$ cat src/rtl/rars_pkg.sv
// Package for the range-add / range-sum segment tree.
// Holds sizes, command codes, controller states and the control/status structs.
// No dependencies.
package rars_pkg;

    localparam int MAX_ELEMENTS = 1024;
    localparam int TREE_NODES   = 4096;
    localparam int IDX_W        = 11;
    localparam int NODE_W       = $clog2(TREE_NODES);
    localparam int STACK_DEPTH  = 12;
    localparam int SP_W         = $clog2(STACK_DEPTH);
    localparam int SUM_W        = 64;
    localparam int AMT_W        = 32;

    localparam logic [IDX_W-1:0]  MAX_N       = IDX_W'(MAX_ELEMENTS);
    localparam logic [IDX_W-1:0]  COUNT_RESET = IDX_W'(1024);
    localparam logic [NODE_W-1:0] NODE_LAST   = NODE_W'(TREE_NODES - 1);

    localparam logic CMD_ADD   = 1'b0;
    localparam logic CMD_QUERY = 1'b1;

    typedef enum logic [4:0] {
        S_CLEAR,
        S_IDLE,
        S_ENTER,
        S_FULL_RD,
        S_FULL_WR,
        S_Q_ACC,
        S_PD_RD,
        S_PD_LAT,
        S_PD_LW,
        S_PD_RW,
        S_AFTER_L,
        S_AFTER_R,
        S_SS_RDL,
        S_SS_RDR,
        S_SS_WR,
        S_POP,
        S_OUT
    } t_state;

    typedef enum logic [1:0] {
        SUM_ZERO,
        SUM_ADD,
        SUM_RD,
        SUM_PAIR
    } t_sum_sel;

    typedef enum logic {
        PEND_ZERO,
        PEND_ADD
    } t_pend_sel;

    typedef enum logic [1:0] {
        MSRC_INC,
        MSRC_PEND,
        MSRC_AMT
    } t_msrc;

    typedef struct packed {
        logic [SUM_W-1:0] sum;
        logic [SUM_W-1:0] pend;
    } t_node;

    typedef struct packed {
        logic              rd_en;
        logic [NODE_W-1:0] rd_addr;
        logic              wr_en;
        logic [NODE_W-1:0] wr_addr;
        t_sum_sel          sum_sel;
        t_pend_sel         pend_sel;
        logic              mul_en;
        t_msrc             mul_src;
        logic [IDX_W-1:0]  mul_cnt;
        logic              hold_load;
        logic              acc_clr;
        logic              acc_add;
        logic              amt_load;
        logic              out_load;
    } t_dp_cmd;

    typedef struct packed {
        logic out_free;
    } t_dp_stat;

endpackage

$ cat src/rtl/rars_ctrl.sv
// Controller: range clipping, tree walk with a frame stack and the state machine.
// Depends on rars_pkg; drives rars_dp through t_dp_cmd.
module rars_ctrl import rars_pkg::*; (
    input  logic             i_clk,
    input  logic             i_rst_n,
    input  logic             i_in_valid,
    output logic             o_in_ready,
    input  logic             i_in_cmd,
    input  logic [IDX_W-1:0] i_first_index,
    input  logic [IDX_W-1:0] i_last_index,
    input  logic             i_cfg_valid,
    output logic             o_cfg_ready,
    input  logic [IDX_W-1:0] i_cfg_data,
    input  t_dp_stat         i_stat,
    output t_dp_cmd          o_cmd
);

    t_state            r_state, n_state;
    logic [IDX_W-1:0]  r_count;
    logic [NODE_W-1:0] r_clr;
    logic              r_op;
    logic [IDX_W-1:0]  r_a, r_b, r_lo, r_hi;
    logic [NODE_W-1:0] r_id;
    logic [SP_W-1:0]   r_sp;
    logic [IDX_W-1:0]  r_stk_lo [STACK_DEPTH];
    logic [IDX_W-1:0]  r_stk_hi [STACK_DEPTH];
    logic [NODE_W-1:0] r_stk_id [STACK_DEPTH];
    logic              r_stk_ph [STACK_DEPTH];

    logic [IDX_W-1:0]  w_n, w_first, w_last;
    logic              w_empty, w_acc;
    logic [IDX_W:0]    w_lh;
    logic [IDX_W-1:0]  w_mid;
    logic              w_full, w_go_l, w_go_r;
    logic [NODE_W-1:0] w_left, w_right;
    logic [SP_W-1:0]   w_top;

    assign w_n     = (r_count > MAX_N) ? MAX_N : r_count;
    assign w_first = (i_first_index == '0) ? IDX_W'(1) : i_first_index;
    assign w_last  = (i_last_index > w_n) ? w_n : i_last_index;
    assign w_empty = (w_n == '0) || (w_first > w_last);

    assign o_in_ready  = (r_state == S_IDLE);
    assign o_cfg_ready = 1'b1;
    assign w_acc       = i_in_valid && o_in_ready;

    assign w_lh    = {1'b0, r_lo} + {1'b0, r_hi};
    assign w_mid   = w_lh[IDX_W:1];
    assign w_full  = (r_a <= r_lo) && (r_hi <= r_b);
    assign w_go_l  = (r_a <= w_mid);
    assign w_go_r  = (w_mid < r_b);
    assign w_left  = {r_id[NODE_W-2:0], 1'b0};
    assign w_right = {r_id[NODE_W-2:0], 1'b1};
    assign w_top   = r_sp - SP_W'(1);

    always_comb begin
        n_state = r_state;
        case (r_state)
            S_CLEAR: begin
                if (r_clr == NODE_LAST) n_state = S_IDLE;
            end
            S_IDLE: begin
                if (w_acc) begin
                    if (!w_empty) n_state = S_ENTER;
                    else if (i_in_cmd == CMD_QUERY) n_state = S_OUT;
                end
            end
            S_ENTER: begin
                if (w_full) n_state = S_FULL_RD;
                else if (r_lo == r_hi) n_state = S_POP;
                else n_state = S_PD_RD;
            end
            S_FULL_RD: n_state = (r_op == CMD_ADD) ? S_FULL_WR : S_Q_ACC;
            S_FULL_WR: n_state = S_POP;
            S_Q_ACC:   n_state = S_POP;
            S_PD_RD:   n_state = S_PD_LAT;
            S_PD_LAT:  n_state = S_PD_LW;
            S_PD_LW:   n_state = S_PD_RW;
            S_PD_RW:   n_state = w_go_l ? S_ENTER : S_AFTER_L;
            S_AFTER_L: n_state = w_go_r ? S_ENTER : S_AFTER_R;
            S_AFTER_R: n_state = (r_op == CMD_ADD) ? S_SS_RDL : S_POP;
            S_SS_RDL:  n_state = S_SS_RDR;
            S_SS_RDR:  n_state = S_SS_WR;
            S_SS_WR:   n_state = S_POP;
            S_POP: begin
                if (r_sp == '0) n_state = (r_op == CMD_QUERY) ? S_OUT : S_IDLE;
                else n_state = r_stk_ph[w_top] ? S_AFTER_R : S_AFTER_L;
            end
            S_OUT: begin
                if (i_stat.out_free) n_state = S_IDLE;
            end
            default: n_state = S_IDLE;
        endcase
    end

    always_comb begin
        o_cmd.rd_en     = 1'b0;
        o_cmd.rd_addr   = r_id;
        o_cmd.wr_en     = 1'b0;
        o_cmd.wr_addr   = r_id;
        o_cmd.sum_sel   = SUM_ZERO;
        o_cmd.pend_sel  = PEND_ZERO;
        o_cmd.mul_en    = 1'b0;
        o_cmd.mul_src   = MSRC_INC;
        o_cmd.mul_cnt   = r_hi - r_lo + IDX_W'(1);
        o_cmd.hold_load = 1'b0;
        o_cmd.acc_clr   = 1'b0;
        o_cmd.acc_add   = 1'b0;
        o_cmd.amt_load  = 1'b0;
        o_cmd.out_load  = 1'b0;
        case (r_state)
            S_CLEAR: begin
                o_cmd.wr_en   = 1'b1;
                o_cmd.wr_addr = r_clr;
            end
            S_IDLE: begin
                o_cmd.acc_clr  = w_acc;
                o_cmd.amt_load = w_acc;
            end
            S_FULL_RD: begin
                o_cmd.rd_en   = 1'b1;
                o_cmd.mul_en  = 1'b1;
                o_cmd.mul_src = MSRC_AMT;
            end
            S_FULL_WR: begin
                o_cmd.wr_en    = 1'b1;
                o_cmd.sum_sel  = SUM_ADD;
                o_cmd.pend_sel = PEND_ADD;
            end
            S_Q_ACC: begin
                o_cmd.acc_add = 1'b1;
            end
            S_PD_RD: begin
                o_cmd.rd_en = 1'b1;
            end
            S_PD_LAT: begin
                o_cmd.wr_en   = 1'b1;
                o_cmd.sum_sel = SUM_RD;
                o_cmd.mul_en  = 1'b1;
                o_cmd.mul_src = MSRC_PEND;
                o_cmd.mul_cnt = w_mid - r_lo + IDX_W'(1);
                o_cmd.rd_en   = 1'b1;
                o_cmd.rd_addr = w_left;
            end
            S_PD_LW: begin
                o_cmd.wr_en    = 1'b1;
                o_cmd.wr_addr  = w_left;
                o_cmd.sum_sel  = SUM_ADD;
                o_cmd.pend_sel = PEND_ADD;
                o_cmd.mul_en   = 1'b1;
                o_cmd.mul_src  = MSRC_INC;
                o_cmd.mul_cnt  = r_hi - w_mid;
                o_cmd.rd_en    = 1'b1;
                o_cmd.rd_addr  = w_right;
            end
            S_PD_RW: begin
                o_cmd.wr_en    = 1'b1;
                o_cmd.wr_addr  = w_right;
                o_cmd.sum_sel  = SUM_ADD;
                o_cmd.pend_sel = PEND_ADD;
            end
            S_SS_RDL: begin
                o_cmd.rd_en   = 1'b1;
                o_cmd.rd_addr = w_left;
            end
            S_SS_RDR: begin
                o_cmd.hold_load = 1'b1;
                o_cmd.rd_en     = 1'b1;
                o_cmd.rd_addr   = w_right;
            end
            S_SS_WR: begin
                o_cmd.wr_en   = 1'b1;
                o_cmd.sum_sel = SUM_PAIR;
            end
            S_OUT: begin
                o_cmd.out_load = i_stat.out_free;
            end
            default: begin
                o_cmd.rd_en = 1'b0;
            end
        endcase
    end

    always_ff @(posedge i_clk) begin
        if (!i_rst_n) begin
            r_state <= S_CLEAR;
            r_clr   <= '0;
            r_count <= COUNT_RESET;
            r_sp    <= '0;
        end else begin
            r_state <= n_state;
            if (r_state == S_CLEAR) begin
                r_clr <= r_clr + NODE_W'(1);
            end
            if (i_cfg_valid && o_cfg_ready) begin
                r_count <= i_cfg_data;
            end
            case (r_state)
                S_IDLE: begin
                    if (w_acc) begin
                        r_op <= i_in_cmd;
                        r_a  <= w_first;
                        r_b  <= w_last;
                        r_lo <= IDX_W'(1);
                        r_hi <= w_n;
                        r_id <= NODE_W'(1);
                        r_sp <= '0;
                    end
                end
                S_PD_RW: begin
                    if (w_go_l) begin
                        r_stk_lo[r_sp] <= r_lo;
                        r_stk_hi[r_sp] <= r_hi;
                        r_stk_id[r_sp] <= r_id;
                        r_stk_ph[r_sp] <= 1'b0;
                        r_sp <= r_sp + SP_W'(1);
                        r_hi <= w_mid;
                        r_id <= w_left;
                    end
                end
                S_AFTER_L: begin
                    if (w_go_r) begin
                        r_stk_lo[r_sp] <= r_lo;
                        r_stk_hi[r_sp] <= r_hi;
                        r_stk_id[r_sp] <= r_id;
                        r_stk_ph[r_sp] <= 1'b1;
                        r_sp <= r_sp + SP_W'(1);
                        r_lo <= w_mid + IDX_W'(1);
                        r_id <= w_right;
                    end
                end
                S_POP: begin
                    if (r_sp != '0) begin
                        r_lo <= r_stk_lo[w_top];
                        r_hi <= r_stk_hi[w_top];
                        r_id <= r_stk_id[w_top];
                        r_sp <= w_top;
                    end
                end
                default: begin
                    r_sp <= r_sp;
                end
            endcase
        end
    end

endmodule

$ cat config.mk
export PLATFORM = sky130hd
export DESIGN_NAME = rars_ctrl
export DESIGN_NICKNAME = d
export VERILOG_FILES = /design/src/rtl/rars_pkg.sv /design/src/rtl/rars_ctrl.sv
export SDC_FILE = /design/constraint.sdc
export NUM_CORES = 1
export LEC_CHECK = 0
export ABC_AREA = 1
export BUFFER_PORTS_ARGS = -buffer_cell sky130_fd_sc_hd__buf_2
export CAP_MARGIN = 40
export CORE_MARGIN = 2
export CORE_UTILIZATION = 55
export DETAILED_ROUTE_END_ITERATION = 10
export HOLD_SLACK_MARGIN = 0.12
export PLACE_DENSITY = 0.72
export SYNTH_ARGS = -nofsm -noshare
export SYNTH_HDL_FRONTEND = slang
export SYNTH_SLANG_ARGS = --single-unit
$ cat constraint.sdc
create_clock -name i_clk -period 10.1 [get_ports i_clk]
set_input_delay 3.03 -clock i_clk [delete_from_list [all_inputs] [get_ports i_clk]]
set_output_delay 3.03 -clock i_clk [all_outputs]
set_load 0.02 [all_outputs]
==> flow_metrics.tcl, run 1 <==
set metrics [dict create \
    port_buffers 87 \
    critPathRequiredTime_ns 7.07 \
    grt_pass1_wl_mm 106 \
    first_iter_violations 2135 \
    drive_gt1_share_pct 10.4 \
    multi_input_area_um2 9130 \
    critical-path-top-delay-family "adder cells" \
    synth_nets 2575 \
    cts_hold_buf 0 \
    r2r-end "r_stk_lo[5][1]$_DFFE_PP_" \
    cts_max_level 2 \
    yosysWarnings 0 \
    drc 0 \
    setup_ws_ns 2.37 \
    pre_cts_ws_ns 3.05 \
    overflow 0 \
    grt_pass1_vias 18600 \
    num_rows 78 \
    antenna_found_initial 1 \
    seq_area_um2 15000 \
    finalPower_mw 6.70 \
    setup_violations 0 \
    track_usage_pct 29.4 \
    initial_core_util_pct 55.6 \
    die_w_um 218 \
    hold_start "r_count[0]$_SDFFE_PN0P_" \
    cp_max_fo 15 \
    synthArstFlopShare_pct 0 \
    slowest_delay_ns 0.61 \
    n_fill_cell 3611 \
    routed_wl_mm 69.8 \
    worst_hold_path.num_cells 2 \
    nNetsFinal 2623 \
    hold_viol 0 \
    synthCells 2402 \
    routed_via_density 6.19 \
    io_pins 89 \
    grt_max_degree 85 \
    clk_pin_slew_ns 0.06 \
    cp_cell_sequence "ha_1 -> fa_1 -> xnor2_1 -> inv_1 -> ha_1 -> inv_1 -> ha_1 -> fa_1 -> nand3_1 -> nand2_1 -> nand2_1 -> nand2_1 -> a21oi_1 -> xor2_1 -> o221ai_1 -> buf_2" \
    die_h_um 218 \
    reg2reg_depth 21 \
    root_buffer "clkbuf_16" \
    core_um2 45300 \
    grt-busiest-layer "met2" \
    clk_latency_ns 0.57 \
    die_area_um2 47500 \
    grt_util_met2_pct 47.0 \
    synth_edf_count 477 \
    p_per_area_nw_per_um2 242 \
    cp.buffers_inverters 3 \
    hpwl_mm 44.5 \
    hp-class "flip-flop to flip-flop" \
    ys_types 64 \
    tns_ns 0 \
    met3_usage_pct 4.98 \
    clock_path_buffers 3 \
    post_dp_cell_area_um2 26200 \
    status "completed" \
    crit_slowest_cell "edfxtp_1" \
    arrival_ns 4.70 \
    numCtsBuffers 47 \
    cap_violations 0 \
    path_class "flip-flop to output port" \
    drv_slew 0 \
    globalplace.congestion 1.01 \
    n_antenna_cell 0 \
    rsz0062_at_grt "no" \
    area_growth_pct 9.99 \
    synth_seq_cells 509 \
    cts_setup_buffers 0 \
    cts_resized 0 \
    wl_per_cell_um 22.6 \
    synth.yosys.seq_area_share_pct 59.4 \
    first_pass_iters 6 \
    min_to "r_count[0]$_SDFFE_PN0P_" \
    cts_sinks 509 \
    path_depth 16 \
    worst_pin_slew_ns 0.907 \
    crit_path_end_kind "output port" \
    syn_area_um2 25200 \
    cts_tree "built" \
    fin_worst_skew_ns 0.0105 \
    max-vdd-ir-drop_uv 195 \
    stdcell_area_um2 27700 \
    reg2reg_setup_slack_ns 4.61 \
    use_met1_pct 39.8 \
    reg2reg_from "r_lo[2]$_DFFE_PP_" \
    ys.flop_type "edfxtp_1" \
    period_share_pct 76.5 \
    ant_nets 0 \
    power_leakage_nw 10.8 \
    vias 19100 \
    max_slew_margin_pct 39.6 \
    max_freq_mhz 129 \
    syn_avg_cell_area_um2 10.5 \
    crit_path_start_kind "flip-flop" \
    period_minus_slack_ns 7.73 \
]
[logic make-up after synthesis]
logic type / count (synthesis) / synth area share, %
flip-flops: 509 / 59.4
AND/OR/NAND/NOR: 935 / 16.2
buffers and inverters: 300 / 4.81
XOR/XNOR: 20 / 0.726
AO/OA/AOI/OAI: 503 / 12.1
other: 1 / 0.0149
adder cells (fa/ha/maj): 134 / 6.78
[worst min-delay path: cells and delay by family (launching register included)]
family	cells	cell delay [ns]
DFF	1	0.31
buffers and inverters	1	0.07
AOI/OAI and AO/OA	1	0.06
[layout make-up]
class                   instances  area share (%)
well taps                     600            2.71
flip-flops and latches        509            54.1
multi-input cells            1593            33.0
repair buffers                113            2.32
clock inverters                21           0.773
inverters                     186            2.58
clock buffers                  63            4.62
[report_power, final]
group	leakage, nW	internal [mW]	switching, mW
clock	0.729	0.992	0.763
combinational	5.48	0.747	1.72
sequential	4.55	2.37	0.114
total	10.8	4.11	2.59
[Yosys cell counts (all sizes together), types with 4 or more instances]
master / number / area [µm²]
nand2: 536 / 2040
edfxtp: 477 / 14300
nor2: 187 / 845
inv: 185 / 699
a21oi: 165 / 833
o21ai: 164 / 821
nand3: 153 / 783
ha: 130 / 1630
clkbuf: 58 / 218
buf: 56 / 289
o221ai: 34 / 298
dfxtp: 32 / 641
o22ai: 28 / 175
a32o: 23 / 230
nor3: 21 / 131
o211ai: 21 / 158
nand4: 20 / 140
a31oi: 16 / 106
xor2: 16 / 140
a22oi: 14 / 105
a22o: 8 / 70.1
or2: 6 / 37.5
nor4: 5 / 37.5
o21a: 5 / 37.5
o21bai: 5 / 37.5
fa: 4 / 80.1
xnor2: 4 / 42.6
[worst max-delay path by stage]
stage	from	to	slack, ns
final	r_lo[0]$_DFFE_PP_	o_cmd[12]	2.37
after floorplan	i_in_valid	o_cmd[3]	3.46
after global routing	r_hi[0]$_DFFE_PP_	o_cmd[12]	2.10
after detailed placement	r_lo[0]$_DFFE_PP_	o_cmd[12]	3.05
after CTS	r_lo[0]$_DFFE_PP_	o_cmd[12]	2.45
after global placement	r_hi[0]$_DFFE_PP_	o_cmd[12]	3.12
[per-layer routing]
metal,routed length [µm],vias to the layer above
met3,7000,178
met2,32200,1078
met1,27800,9160
met4,2730,2
li1,-,8664
met5,12,-
[per-stage QoR]
step           util [%]  hold slack, ns  instances
6_report           61.2           0.490       3085
3_5_place_dp       57.9           0.483       3001
3_3_place_gp       57.8           0.477       3000
5_1_grt            61.2           0.524       3085
4_1_cts            61.2           0.492       3085
2_1_floorplan         -           0.449       2402
[state kept, by name, indices dropped and copies added (netlist names)]
name	count
r_id	12
r_a	11
r_op	1
r_clr	12
r_stk_hi	132
r_hi	11
r_b	11
r_stk_lo	132
r_state	5
r_stk_id	144
r_lo	11
r_sp	4
r_count	11
r_stk_ph	12
[placed cells by master, fill, tap and decap left out, types with 4 or more instances in the layout]
| cell | n |
|---|---|
| a21oi_1 | 163 |
| a22o_1 | 8 |
| a22oi_1 | 14 |
| a31oi_1 | 15 |
| a32o_1 | 23 |
| buf_2 | 87 |
| buf_4 | 25 |
| bufinv_16 | 4 |
| clkbuf_1 | 14 |
| clkbuf_16 | 49 |
| clkinv_1 | 8 |
| clkinv_2 | 8 |
| dfxtp_1 | 31 |
| edfxtp_1 | 477 |
| fa_1 | 4 |
| ha_1 | 129 |
| inv_1 | 167 |
| inv_2 | 14 |
| nand2_1 | 526 |
| nand2_2 | 9 |
| nand3_1 | 151 |
| nand4_1 | 19 |
| nor2_1 | 156 |
| nor2_2 | 7 |
| nor2_4 | 20 |
| nor2_8 | 4 |
| nor3_1 | 15 |
| nor3_2 | 5 |
| nor4_1 | 4 |
| o211ai_1 | 21 |
| o21a_1 | 5 |
| o21ai_0 | 148 |
| o21ai_1 | 16 |
| o21bai_1 | 5 |
| o221ai_1 | 34 |
| o22ai_1 | 28 |
| or2_2 | 6 |
| xor2_1 | 15 |
Note: power is estimated with default switching activity, not from simulation.
==> inputs of run 2 (changes only) <==
Clock period 10.1 ns to 7.95 ns, I/O delays scaled along.
==> run 2 against run 1 <==
Against the previous run:
- register-to-register slack got worse by 2.3 ns
- non-clock buffer count decreased by 1
- critical path depth unchanged
- largest power group unchanged
==> flow_metrics.tcl, run 2 (same netlist as run 1, synthesis figures left out) <==
set metrics [dict create \
    hold_viol 0 \
    clock_path_buffers 3 \
    seq_area_um2 15000 \
    area_growth_pct 10.5 \
    hpwl_mm 45.2 \
    cp_max_fo 15 \
    cts_sinks 509 \
    period_minus_slack_ns 7.11 \
    top_regs "r_stk_id: 144 flops, r_stk_hi: 132 flops, r_stk_lo: 132 flops" \
    layout_common_cells "526 x nand2_1, 477 x edfxtp_1, 167 x inv_1" \
    drc 0 \
    nNetsFinal 2626 \
    cap_violations 0 \
    initial_core_util_pct 55.6 \
    largest_reg_flops 144 \
    critPathRequiredTime_ns 5.57 \
    drive_gt1_share_pct 10.6 \
    ant_nets 0 \
    port_buffers 87 \
    first_pass_iters 6 \
    hp-class "flip-flop to flip-flop" \
    root_buffer "clkbuf_16" \
    clk_latency_ns 0.60 \
    cts_max_level 2 \
    core_um2 45300 \
    top_register "r_stk_id" \
    die_w_um 218 \
    fin_worst_skew_ns 0.0191 \
    drv_slew 0 \
    overflow 0 \
    grt_max_degree 216 \
    grt_pass1_wl_mm 105 \
    final_common_cell "nand2_1" \
    numCtsBuffers 51 \
    cts_setup_buffers 0 \
    clk_pin_slew_ns 0.06 \
    max-vdd-ir-drop_uv 276 \
    cts_resized 0 \
    path_class "flip-flop to output port" \
    period_share_pct 89.5 \
    setup_violations 0 \
    status "completed" \
    multi_input_area_um2 9130 \
    routed_wl_mm 70.2 \
    cts_tree "built" \
    tns_ns 0 \
    n_fill_cell 3662 \
    max_slew_margin_pct 22.8 \
    numPlacedInstances 3000 \
    globalplace.congestion 0.961 \
    worst_pin_slew_ns 1.16 \
    wl_per_cell_um 22.7 \
    die_h_um 218 \
    num_rows 78 \
    max_freq_mhz 141 \
    crit_path_start_kind "flip-flop" \
    finalNonFillerCells 3093 \
    track_usage_pct 29.6 \
    arrival_ns 4.73 \
    grt_pass1_vias 18000 \
    crit_path_end_kind "output port" \
    p_per_area_nw_per_um2 310 \
    cts_hold_buf 0 \
    antenna_found_initial 0 \
    die_area_um2 47500 \
    power_leakage_nw 10.8 \
    first_iter_violations 1895 \
    vias 18800 \
    io_pins 89 \
    rsz0062_at_grt "no" \
    routed_via_density 6.08 \
    n_antenna_cell 0 \
]
[run 2: cell count changes in the layout (fill, tap and decap cells not counted)]
cell / delta
clkinv_2: +1
inv_8: +2
buf_12: +1
buf_4: -2
clkinv_1: +5
clkbuf_1: -3
clkbuf_16: +4
[run 2: stage by stage]
step / hold slack [ns] / utilization [%] / worst slack [ns] / area (µm²) / power [mW]
final: 0.504 / 61.5 / 0.838 / 27800 / 8.62
after global routing: 0.518 / 61.5 / 0.535 / 27800 / 9.05
after CTS: 0.505 / 61.5 / 0.835 / 27800 / 8.61
after detailed placement: 0.496 / 57.9 / 1.49 / 26200 / 6.26
after global placement: 0.479 / 57.8 / 1.56 / 26200 / 6.20
after floorplan: 0.449 / - / 1.98 / 25200 / 5.32
[run 2: layout make-up]
cell class	count	share of cell area, %
clock buffer	64	4.91
clock inverter	29	0.935
inverter	186	2.56
multi-input combinational	1593	32.8
sequential	509	53.8
tap	600	2.70
timing repair buffer	112	2.33
[run 2: final timing paths]
path,from,to,slack (ns),depth (start not counted)
max,r_hi[0]$_DFFE_PP_,o_cmd[12],0.84,16
min,r_count[0]$_SDFFE_PN0P_,r_count[0]$_SDFFE_PN0P_,0.50,2
max reg2reg,r_lo[2]$_DFFE_PP_,r_stk_hi[10][3]$_DFFE_PP_,2.32,21
min reg2reg,r_count[0]$_SDFFE_PN0P_,r_count[0]$_SDFFE_PN0P_,0.50,2
[run 2: report_power, final]
part           switching (mW)  internal, mW
sequential              0.120          3.01
combinational            2.18         0.944
clock                    1.01          1.35
[run 2: critical path: stages, from the launching register on]
cell      delay, ns
edfxtp_1       0.63
ha_1           0.34
fa_1           0.46
xnor2_1        0.47
inv_1          0.20
ha_1           0.32
inv_1          0.04
ha_1           0.24
fa_1           0.47
nand3_1        0.08
nand2_1        0.09
nand2_1        0.09
nand2_1        0.06
a21oi_1        0.15
xor2_1         0.17
o221ai_1       0.11
buf_2          0.18
[run 2: routing by layer]
| layer | wire length (µm) | global-route usage, % | vias to the layer above |
|---|---|---|---|
| met5 | 0 | 0 | - |
| met4 | 2270 | 10.5 | 0 |
| met3 | 6530 | 4.67 | 133 |
| met2 | 32600 | 47.0 | 911 |
| met1 | 28800 | 41.5 | 9078 |
| li1 | - | - | 8683 |
